`src/hdl/pmst_pkg.sv`:
```
`default_nettype none

package pmst_pkg;

  localparam int MAX_VERTICES_DEF = 16;
  localparam int NO_EDGE_DEF      = 9999;

  localparam int OP_W   = 2;
  localparam int VTX_W  = 4;
  localparam int WGT_W  = 14;
  localparam int TOT_W  = 18;
  localparam int VC_W   = 5;
  localparam logic [VC_W-1:0] VC_RESET = VC_W'(16);

  typedef enum logic [OP_W-1:0] {
    OP_ADD   = 2'd0,
    OP_RUN   = 2'd1,
    OP_CLEAR = 2'd2
  } op_t;

  // Microprogram step addresses.
  typedef enum logic [2:0] {
    U_IDLE = 3'd0,
    U_ADD1 = 3'd1,
    U_ADD2 = 3'd2,
    U_CLR  = 3'd3,
    U_INIT = 3'd4,
    U_SCAN = 3'd5,
    U_EMIT = 3'd6,
    U_STEP = 3'd7
  } upc_t;

  typedef enum logic [2:0] {
    C_TRUE      = 3'd0,
    C_IN_FIRE   = 3'd1,
    C_SWEEP_END = 3'd2,
    C_SCAN_END  = 3'd3,
    C_OUT_FREE  = 3'd4,
    C_RUN_OVER  = 3'd5
  } cond_sel_t;

  typedef enum logic {
    J_BRANCH   = 1'b0,
    J_DISPATCH = 1'b1
  } jmode_t;

  // Status flags from the datapath that the sequencer branches on.
  typedef struct packed {
    logic in_fire;
    logic sweep_end;
    logic scan_end;
    logic out_free;
    logic run_over;
  } cond_t;

  typedef struct packed {
    jmode_t    jmode;
    cond_sel_t cond;
    upc_t      target;
    upc_t      alt;
    logic      in_ready;
    logic      wr_ab;
    logic      wr_ba;
    logic      wr_clr;
    logic      run_start;
    logic      scan;
    logic      emit;
    logic      next_pick;
  } ctrl_t;

  // Control store. On a branch the next step is target when the condition
  // holds and alt otherwise; alt equal to the step itself makes it a wait.
  function automatic ctrl_t ucode(input upc_t s);
    ctrl_t c;
    c = '0;
    c.jmode = J_BRANCH;
    c.cond  = C_TRUE;
    c.target = U_IDLE;
    c.alt    = U_IDLE;
    case (s)
      U_IDLE: begin
        c.jmode = J_DISPATCH; c.cond = C_IN_FIRE; c.alt = U_IDLE; c.in_ready = 1'b1;
      end
      U_ADD1: begin
        c.target = U_ADD2; c.wr_ab = 1'b1;
      end
      U_ADD2: begin
        c.target = U_IDLE; c.wr_ba = 1'b1;
      end
      U_CLR: begin
        c.cond = C_SWEEP_END; c.target = U_IDLE; c.alt = U_CLR; c.wr_clr = 1'b1;
      end
      U_INIT: begin
        c.target = U_SCAN; c.run_start = 1'b1;
      end
      U_SCAN: begin
        c.cond = C_SCAN_END; c.target = U_EMIT; c.alt = U_SCAN; c.scan = 1'b1;
      end
      U_EMIT: begin
        c.cond = C_OUT_FREE; c.target = U_STEP; c.alt = U_EMIT; c.emit = 1'b1;
      end
      U_STEP: begin
        c.cond = C_RUN_OVER; c.target = U_IDLE; c.alt = U_SCAN; c.next_pick = 1'b1;
      end
      default: begin
        c.target = U_IDLE;
      end
    endcase
    return c;
  endfunction

  function automatic upc_t dispatch(input op_t op);
    upc_t u;
    case (op)
      OP_ADD:   u = U_ADD1;
      OP_RUN:   u = U_INIT;
      OP_CLEAR: u = U_CLR;
      default:  u = U_IDLE;
    endcase
    return u;
  endfunction

endpackage

`default_nettype wire

```
`src/hdl/prim_mst_dense.sv`:
```
// Minimum spanning tree by Prim's method over a dense cost matrix held in one
// single-port-write RAM. After reset the block sweeps the matrix to the no-edge
// value, one entry a cycle, and takes no transaction until that is done; a
// clear transaction runs the same sweep. An add-edge transaction is accepted
// and then makes one RAM write per mirrored entry. A run reads one matrix
// entry per cycle while it scans; for each chosen vertex it scans a row
// through the registered RAM read, hands the result to the output register
// (waiting while that register holds a result not yet taken), and then
// advances to the next pick. Results leave through an output register, so
// the next transaction is accepted while the last result of a run is still
// waiting to be taken.
`default_nettype none

module prim_mst_dense
  import pmst_pkg::*;
#(
  parameter int MAX_VERTICES = MAX_VERTICES_DEF,
  parameter int NO_EDGE      = NO_EDGE_DEF
) (
  input  wire logic             clk,
  input  wire logic             rst,
  input  wire logic             cfg_we,
  input  wire logic [VC_W-1:0]  cfg_data,
  input  wire logic             in_valid,
  output logic                  in_ready,
  input  wire logic [OP_W-1:0]  operation,
  input  wire logic [VTX_W-1:0] first_vertex,
  input  wire logic [VTX_W-1:0] second_vertex,
  input  wire logic [WGT_W-1:0] weight,
  output logic                  out_valid,
  input  wire logic             out_ready,
  output logic [VTX_W-1:0]      parent_vertex,
  output logic [VTX_W-1:0]      child_vertex,
  output logic [WGT_W-1:0]      edge_weight,
  output logic                  edge_valid,
  output logic [TOT_W-1:0]      total_cost,
  output logic                  disconnected,
  output logic                  last
);

  localparam int VW     = $clog2(MAX_VERTICES);
  localparam int NCW    = $clog2(MAX_VERTICES + 1);
  localparam int CW     = $clog2(NO_EDGE + 1);
  localparam int MDEPTH = MAX_VERTICES * MAX_VERTICES;
  localparam int AW     = $clog2(MDEPTH);
  localparam int VRW    = 1 + VW + CW;

  ctrl_t ctrl;
  cond_t cond;

  logic            in_fire;
  logic            emit_fire;

  logic [VC_W-1:0] vcount;
  logic [VW-1:0]   a_reg;
  logic [VW-1:0]   b_reg;
  logic [CW-1:0]   w_reg;
  logic            ok_reg;
  logic [AW-1:0]   swp;

  logic [NCW-1:0]  n_reg;
  logic [NCW-1:0]  n_next;
  logic [NCW-1:0]  j;
  logic [VW-1:0]   jd;
  logic            pv;
  logic            first;
  logic [VW-1:0]   pick;
  logic [NCW-1:0]  added;
  logic [CW-1:0]   best;
  logic [VW-1:0]   bidx;
  logic [VW-1:0]   bpar;
  logic            found;
  logic            finish;
  logic [TOT_W-1:0] total;
  logic [TOT_W-1:0] total_sum;
  logic            is_last_edge;

  logic            m_we;
  logic [AW-1:0]   m_waddr;
  logic [CW-1:0]   m_wdata;
  logic [AW-1:0]   m_raddr;
  logic [CW-1:0]   m_rdata;

  logic [VRW-1:0]  vr_rdata;
  logic [VRW-1:0]  vr_wdata;

  logic            old_in;
  logic [VW-1:0]   old_par;
  logic [CW-1:0]   old_dist;
  logic            tin;
  logic            upd;
  logic [CW-1:0]   nd;
  logic [VW-1:0]   np;
  logic            cand;

  pmst_seq u_seq (
    .clk  (clk),
    .rst  (rst),
    .op   (operation),
    .cond (cond),
    .ctrl (ctrl)
  );

  assign in_ready  = ctrl.in_ready;
  assign in_fire   = in_valid && ctrl.in_ready;
  assign emit_fire = ctrl.emit && cond.out_free;

  assign cond.in_fire   = in_fire;
  assign cond.sweep_end = (swp == AW'(MDEPTH - 1));
  assign cond.scan_end  = (j == n_reg);
  assign cond.out_free  = !out_valid || out_ready;
  assign cond.run_over  = finish;

  // Matrix write port: mirrored edge writes or the clearing sweep.
  always_comb begin
    m_we    = 1'b0;
    m_waddr = swp;
    m_wdata = CW'(NO_EDGE);
    if (ctrl.wr_clr) begin
      m_we = 1'b1;
    end else if (ctrl.wr_ab) begin
      m_we    = ok_reg;
      m_waddr = AW'(a_reg) * AW'(MAX_VERTICES) + AW'(b_reg);
      m_wdata = w_reg;
    end else if (ctrl.wr_ba) begin
      m_we    = ok_reg;
      m_waddr = AW'(b_reg) * AW'(MAX_VERTICES) + AW'(a_reg);
      m_wdata = w_reg;
    end
  end

  assign m_raddr = AW'(pick) * AW'(MAX_VERTICES) + AW'(j[VW-1:0]);

  pmst_ram #(.WIDTH(CW), .DEPTH(MDEPTH)) u_matrix (
    .clk   (clk),
    .we    (m_we),
    .waddr (m_waddr),
    .wdata (m_wdata),
    .raddr (m_raddr),
    .rdata (m_rdata)
  );

  // Per-vertex record {in tree, best parent, best distance}. The first scan of
  // a run ignores what is stored and starts from an empty tree.
  pmst_ram #(.WIDTH(VRW), .DEPTH(MAX_VERTICES)) u_vertex (
    .clk   (clk),
    .we    (pv),
    .waddr (jd),
    .wdata (vr_wdata),
    .raddr (j[VW-1:0]),
    .rdata (vr_rdata)
  );

  // One column of the scan: relax through the newest tree vertex and track
  // the nearest outside vertex for the next pick, lowest index on a tie.
  always_comb begin
    old_in   = first ? 1'b0 : vr_rdata[VRW-1];
    old_par  = first ? '0 : vr_rdata[CW +: VW];
    old_dist = first ? CW'(NO_EDGE) : vr_rdata[CW-1:0];
    tin      = old_in || (jd == pick);
    upd      = !tin && (m_rdata < old_dist);
    nd       = upd ? m_rdata : old_dist;
    np       = upd ? pick : old_par;
    vr_wdata = {tin, np, nd};
    cand     = pv && !tin && (nd < best);
  end

  always_comb begin
    if (vcount == '0) begin
      n_next = NCW'(1);
    end else if (int'(vcount) > MAX_VERTICES) begin
      n_next = NCW'(MAX_VERTICES);
    end else begin
      n_next = NCW'(vcount);
    end
  end

  assign total_sum    = total + TOT_W'(best);
  assign is_last_edge = ((added + NCW'(1)) == n_reg);

  always_ff @(posedge clk) begin
    if (rst) begin
      vcount    <= VC_RESET;
      swp       <= '0;
      pv        <= 1'b0;
      out_valid <= 1'b0;
    end else begin
      if (cfg_we) begin
        vcount <= cfg_data;
      end

      if (ctrl.wr_clr) begin
        swp <= cond.sweep_end ? '0 : swp + AW'(1);
      end

      if (ctrl.scan && (j < n_reg)) begin
        pv <= 1'b1;
      end else begin
        pv <= 1'b0;
      end

      if (emit_fire) begin
        out_valid <= 1'b1;
      end else if (out_ready) begin
        out_valid <= 1'b0;
      end
    end
  end

  always_ff @(posedge clk) begin
    if (in_fire) begin
      a_reg  <= VW'(first_vertex);
      b_reg  <= VW'(second_vertex);
      ok_reg <= (int'(first_vertex) < MAX_VERTICES) &&
                (int'(second_vertex) < MAX_VERTICES);
      w_reg  <= (int'(weight) >= NO_EDGE) ? CW'(NO_EDGE) : CW'(weight);
    end

    if (ctrl.run_start) begin
      n_reg <= n_next;
      pick  <= '0;
      added <= NCW'(1);
      first <= 1'b1;
      total <= '0;
      j     <= '0;
      best  <= CW'(NO_EDGE);
      found <= 1'b0;
    end else if (ctrl.next_pick) begin
      pick  <= bidx;
      added <= added + NCW'(1);
      first <= 1'b0;
      j     <= '0;
      best  <= CW'(NO_EDGE);
      found <= 1'b0;
    end else begin
      if (ctrl.scan && (j < n_reg)) begin
        j  <= j + NCW'(1);
        jd <= j[VW-1:0];
      end
      if (cand) begin
        best  <= nd;
        bidx  <= jd;
        bpar  <= np;
        found <= 1'b1;
      end
    end

    if (emit_fire) begin
      if (n_reg == NCW'(1)) begin
        parent_vertex <= '0;
        child_vertex  <= '0;
        edge_weight   <= '0;
        edge_valid    <= 1'b0;
        total_cost    <= '0;
        disconnected  <= 1'b0;
        last          <= 1'b1;
        finish        <= 1'b1;
      end else if (found) begin
        parent_vertex <= VTX_W'(bpar);
        child_vertex  <= VTX_W'(bidx);
        edge_weight   <= WGT_W'(best);
        edge_valid    <= 1'b1;
        total_cost    <= total_sum;
        total         <= total_sum;
        disconnected  <= 1'b0;
        last          <= is_last_edge;
        finish        <= is_last_edge;
      end else begin
        parent_vertex <= '0;
        child_vertex  <= '0;
        edge_weight   <= '0;
        edge_valid    <= 1'b0;
        total_cost    <= total;
        disconnected  <= 1'b1;
        last          <= 1'b1;
        finish        <= 1'b1;
      end
    end
  end

endmodule

`default_nettype wire

```
`src/hdl/pmst_ram.sv`:
```
`default_nettype none

module pmst_ram #(
  parameter int WIDTH = 8,
  parameter int DEPTH = 16,
  localparam int AW = $clog2(DEPTH)
) (
  input  wire logic             clk,
  input  wire logic             we,
  input  wire logic [AW-1:0]    waddr,
  input  wire logic [WIDTH-1:0] wdata,
  input  wire logic [AW-1:0]    raddr,
  output logic      [WIDTH-1:0] rdata
);

  logic [WIDTH-1:0] mem [DEPTH];

  always_ff @(posedge clk) begin
    if (we) begin
      mem[waddr] <= wdata;
    end
    rdata <= mem[raddr];
  end

endmodule

`default_nettype wire

```
`src/hdl/pmst_seq.sv`:
```
`default_nettype none

module pmst_seq
  import pmst_pkg::*;
(
  input  wire logic            clk,
  input  wire logic            rst,
  input  wire logic [OP_W-1:0] op,
  input  wire cond_t           cond,
  output ctrl_t                ctrl
);

  upc_t upc;
  upc_t upc_next;
  logic cond_hit;

  assign ctrl = ucode(upc);

  always_comb begin
    case (ctrl.cond)
      C_TRUE:      cond_hit = 1'b1;
      C_IN_FIRE:   cond_hit = cond.in_fire;
      C_SWEEP_END: cond_hit = cond.sweep_end;
      C_SCAN_END:  cond_hit = cond.scan_end;
      C_OUT_FREE:  cond_hit = cond.out_free;
      C_RUN_OVER:  cond_hit = cond.run_over;
      default:     cond_hit = 1'b0;
    endcase
    if (!cond_hit) begin
      upc_next = ctrl.alt;
    end else if (ctrl.jmode == J_DISPATCH) begin
      upc_next = dispatch(op_t'(op));
    end else begin
      upc_next = ctrl.target;
    end
  end

  // Reset starts in the clearing sweep so the matrix holds no edges.
  always_ff @(posedge clk) begin
    if (rst) begin
      upc <= U_CLR;
    end else begin
      upc <= upc_next;
    end
  end

endmodule

`default_nettype wire
```
`config.mk`:
```
export PLATFORM = sky130hd
export DESIGN_NAME = prim_mst_dense
export DESIGN_NICKNAME = d
export VERILOG_FILES = /design/src/hdl/pmst_pkg.sv /design/src/hdl/prim_mst_dense.sv /design/src/hdl/pmst_ram.sv /design/src/hdl/pmst_seq.sv
export SDC_FILE = /design/constraint.sdc
export NUM_CORES = 2
export LEC_CHECK = 0
export BUFFER_PORTS_ARGS = -buffer_cell sky130_fd_sc_hd__buf_2
export CAP_MARGIN = 40
export CORE_MARGIN = 5
export CORE_UTILIZATION = 35
export CTS_BUF_LIST = sky130_fd_sc_hd__clkbuf_4
export DETAILED_ROUTE_END_ITERATION = 10
export HOLD_SLACK_MARGIN = 0.03
export RECOVER_POWER = 100
export SETUP_SLACK_MARGIN = 0.1
export SYNTH_ARGS = -nofsm -noshare
export SYNTH_HDL_FRONTEND = slang
export SYNTH_SLANG_ARGS = --single-unit
```
`constraint.sdc`:
```
create_clock -name clk -period 6.66 [get_ports clk]
set_clock_uncertainty 0.15 [all_clocks]
set_input_delay 0.666 -clock clk [delete_from_list [all_inputs] [get_ports clk]]
set_output_delay 0.666 -clock clk [all_outputs]
set_load 0.02 [all_outputs]
```
==> impl_metrics.json <==
{
  "slew_viol_final": 2727,
  "drc": 0,
  "clkLatencyLatePin_ns": 1.64,
  "ys_warn_count": 0,
  "synth_top_flop_cell": "edfxtp_1",
  "syn_avg_cell_area_um2": 22.8,
  "io_buffers": 78,
  "fillers": 39800,
  "largest_register_ffs": 3584,
  "drt_iter0_drc": 8970,
  "setup_slack_ns": 0.486,
  "drt-pass1-iter-count": 5,
  "cp.required_ns": 7.61,
  "cap_violations": 51,
  "grt_use_total": 0.179,
  "synthArstFlopShare": 0,
  "synthCells": 6880,
  "cp-startpoint": "u_seq.upc[2]",
  "grt-ovfl-total": 0,
  "yosysMostFrequentCell": "edfxtp_1",
  "die-area_um2": 462000,
  "leakage_nw": 55.5,
  "fin_setup_tns_ns": 0,
  "fin_crit_sh": 0.927,
  "max_freq_mhz": 162,
  "power_frac_comb": 0.192,
  "period_needed_ns": 6.17,
  "ys_seq_area_frac": 0.771,
  "area_delta_synth_final_pct": 14.7,
  "multi_input_area_um2": 34000,
  "die_h_um": 680,
  "cts_buffers": 1127,
  "violations": "max-capacitance violations, max-slew violations",
  "routed_wl_mm": 416,
  "reg.largest.list": "u_matrix.mem x3584, u_vertex.mem x304, u_vertex.rdata x19",
  "postCtsHoldBufs": 98,
  "outcome": "finished, violations left",
  "cts_resized": 0,
  "p_clk_frac": 0.333,
  "ff2ff_setup_slack_ns": 0.49,
  "cts_tree": "built",
  "internal_power_mw": 45.5,
  "vias_per_cell": 5.35,
  "dp_slack_ns": 1.10,
  "grt_max_degree": 208,
  "start_util": 0.351,
  "cp-start-kind": "flip-flop",
  "setup_viol": 0,
  "cts_sinks": 4069,
  "synth_edf_count": 3970,
  "post_dp_cell_area_um2": 168000,
  "min_to": "vcount[2]",
  "powerDensity_nw_per_um2": 351,
  "place.gp.congestion": 0.849,
  "ant_nets": 0,
  "hold_path.class": "input port to flip-flop",
  "design_area_um2": 180000,
  "endpoint_kind": "flip-flop",
  "post_cts.repair.setup_buffers": 0,
  "hold_start": "rst",
  "num_rows": 246,
  "arrival_ns": 7.13,
  "core_area_um2": 448000,
  "yosysTopAreaCell": "edfxtp_1",
  "synth_area_um2": 157000,
  "htreeDepth": 7,
  "grt_pass1_vias": 82700,
  "min_path_cells": 4,
  "synth_area_leaders": "edfxtp_1 76%, mux4_2 17%, dfxtp_1 1.3%, nor2_1 0.92%, clkbuf_1 0.43%",
  "synth_fp_nets": 6965,
  "hold_violations": 0,
  "grt_pass1_wl_mm": 595,
  "drive_above_1_share": 0.341,
  "ys_ff_latch": 4069,
  "wire_per_inst_um": 27.8,
  "fin_nets": 8389,
  "final_util": 0.402,
  "finalPower_mw": 63.2,
  "switching_power_mw": 17.7,
  "rsz0062_at_grt": "no",
  "ys_types": 70,
  "rr_startpoint": "u_seq.upc[2]",
  "ios": 79,
  "cts.path.max_buffers": 5,
  "dpl.hpwl_mm": 250,
  "clk_pin_slew_ns": 0.06,
  "sw_frac_of_total": 0.280,
  "die_x_um": 680,
  "cts.root.buffer_cell": "clkbuf_4",
  "tightestPinTransition_ns": 3.41,
  "r2r-end": "u_matrix.mem[215][11]",
  "grt_antenna_before_repair": 31,
  "num_vias": 80100,
  "synth_common_cells": "3970 x edfxtp_1, 1198 x mux4_2, 386 x nor2_1",
  "top_register": "u_matrix.mem",
  "crit_fanout": 32,
  "slew_headroom": -1.27,
  "path_class": "flip-flop to flip-flop",
  "seq_area_um2": 121000,
  "p_seq_frac": 0.476,
  "r2r_cells": 8,
  "synth_top_cell_area_share": 0.759,
  "peakVddDrop_uv": 230
}
==> layout by cell type, fill, tap and decap left out, types with 39 or more instances in the layout <==
cell type	count
edfxtp_1	3970
clkinv_1	176
dlygate4sd3_1	98
o21ai_0	50
a21oi_1	49
mux2i_1	61
nand3_1	39
clkbuf_4	1572
nor2_1	384
mux4_2	1198
inv_1	51
a22oi_1	70
clkbuf_1	382
nand2_1	137
ha_1	50
dfxtp_1	96
buf_4	107
==> worst max path at each step <==
| stage | slack (ns) | cells after the start | end |
|---|---|---|---|
| after floorplan | 0.78 | 7 | u_matrix.mem[0][11] |
| after global placement | 1.08 | 19 | bpar[0] |
| after detailed placement | 1.10 | 19 | bpar[0] |
| after CTS | 1.01 | 17 | bpar[2] |
| after global routing | 0.25 | 6 | u_matrix.mem[125][1] |
| final | 0.49 | 8 | u_matrix.mem[215][11] |
==> stage by stage <==
step / hold WS [ns] / std cells
finish: 0.257 / 15000
global route: 0.128 / 15000
CTS: 0.102 / 14900
detailed placement: 0.320 / 13000
global placement: 0.302 / 13000
floorplan: 0.271 / 6880
==> power by group through the flow <==
stage	sequential (mW)	combinational, mW	clock, mW
global route	30.1	12.8	23.1
floorplan	30.6	7.35	0
global placement	30.6	12.0	0
CTS	30.0	12.4	21.6
detailed placement	30.5	12.3	0
finish	30.1	12.1	21.0
==> per-layer routing <==
layer  GRT usage  vias to the layer above  share of wire
li1            -                    32700              -
met1       0.240                    42600           0.40
met2       0.281                     4105           0.48
met3      0.0425                      777          0.083
met4      0.0768                        8          0.036
met5           0                        -        0.00015
==> critical path, cell delays in order, from the launching register on <==
cell	delay (ns)
dfxtp_1	0.96
nor2_1	0.42
o32a_1	0.30
and2_0	0.17
nor2_1	0.36
nand2_1	1.00
clkbuf_1	0.99
nor2_1	0.35
clkbuf_1	0.95
==> area by class of cell <==
class,count,share of cell area
clock inverters,238,0.00680
repair buffers,675,0.0240
inverters,52,0.00108
well taps,5952,0.0413
multi-input cells,2379,0.189
diodes,31,0.000430
flip-flops and latches,4069,0.672
clock buffers,1568,0.0653
==> cells by family (layout without fill, tap and decap cells) <==
group,Yosys count,after routing,share of synthesized area
simple gates,717,717,0.0200
compound gates,311,311,0.0140
xor+xnor,33,33,0.00184
other cells,0,31,0
flops,4069,4069,0.771
fa+ha+maj,51,51,0.00411
buf+inv,432,2533,0.0126
mux,1267,1267,0.176
Power figures use the tool's default switching activity.
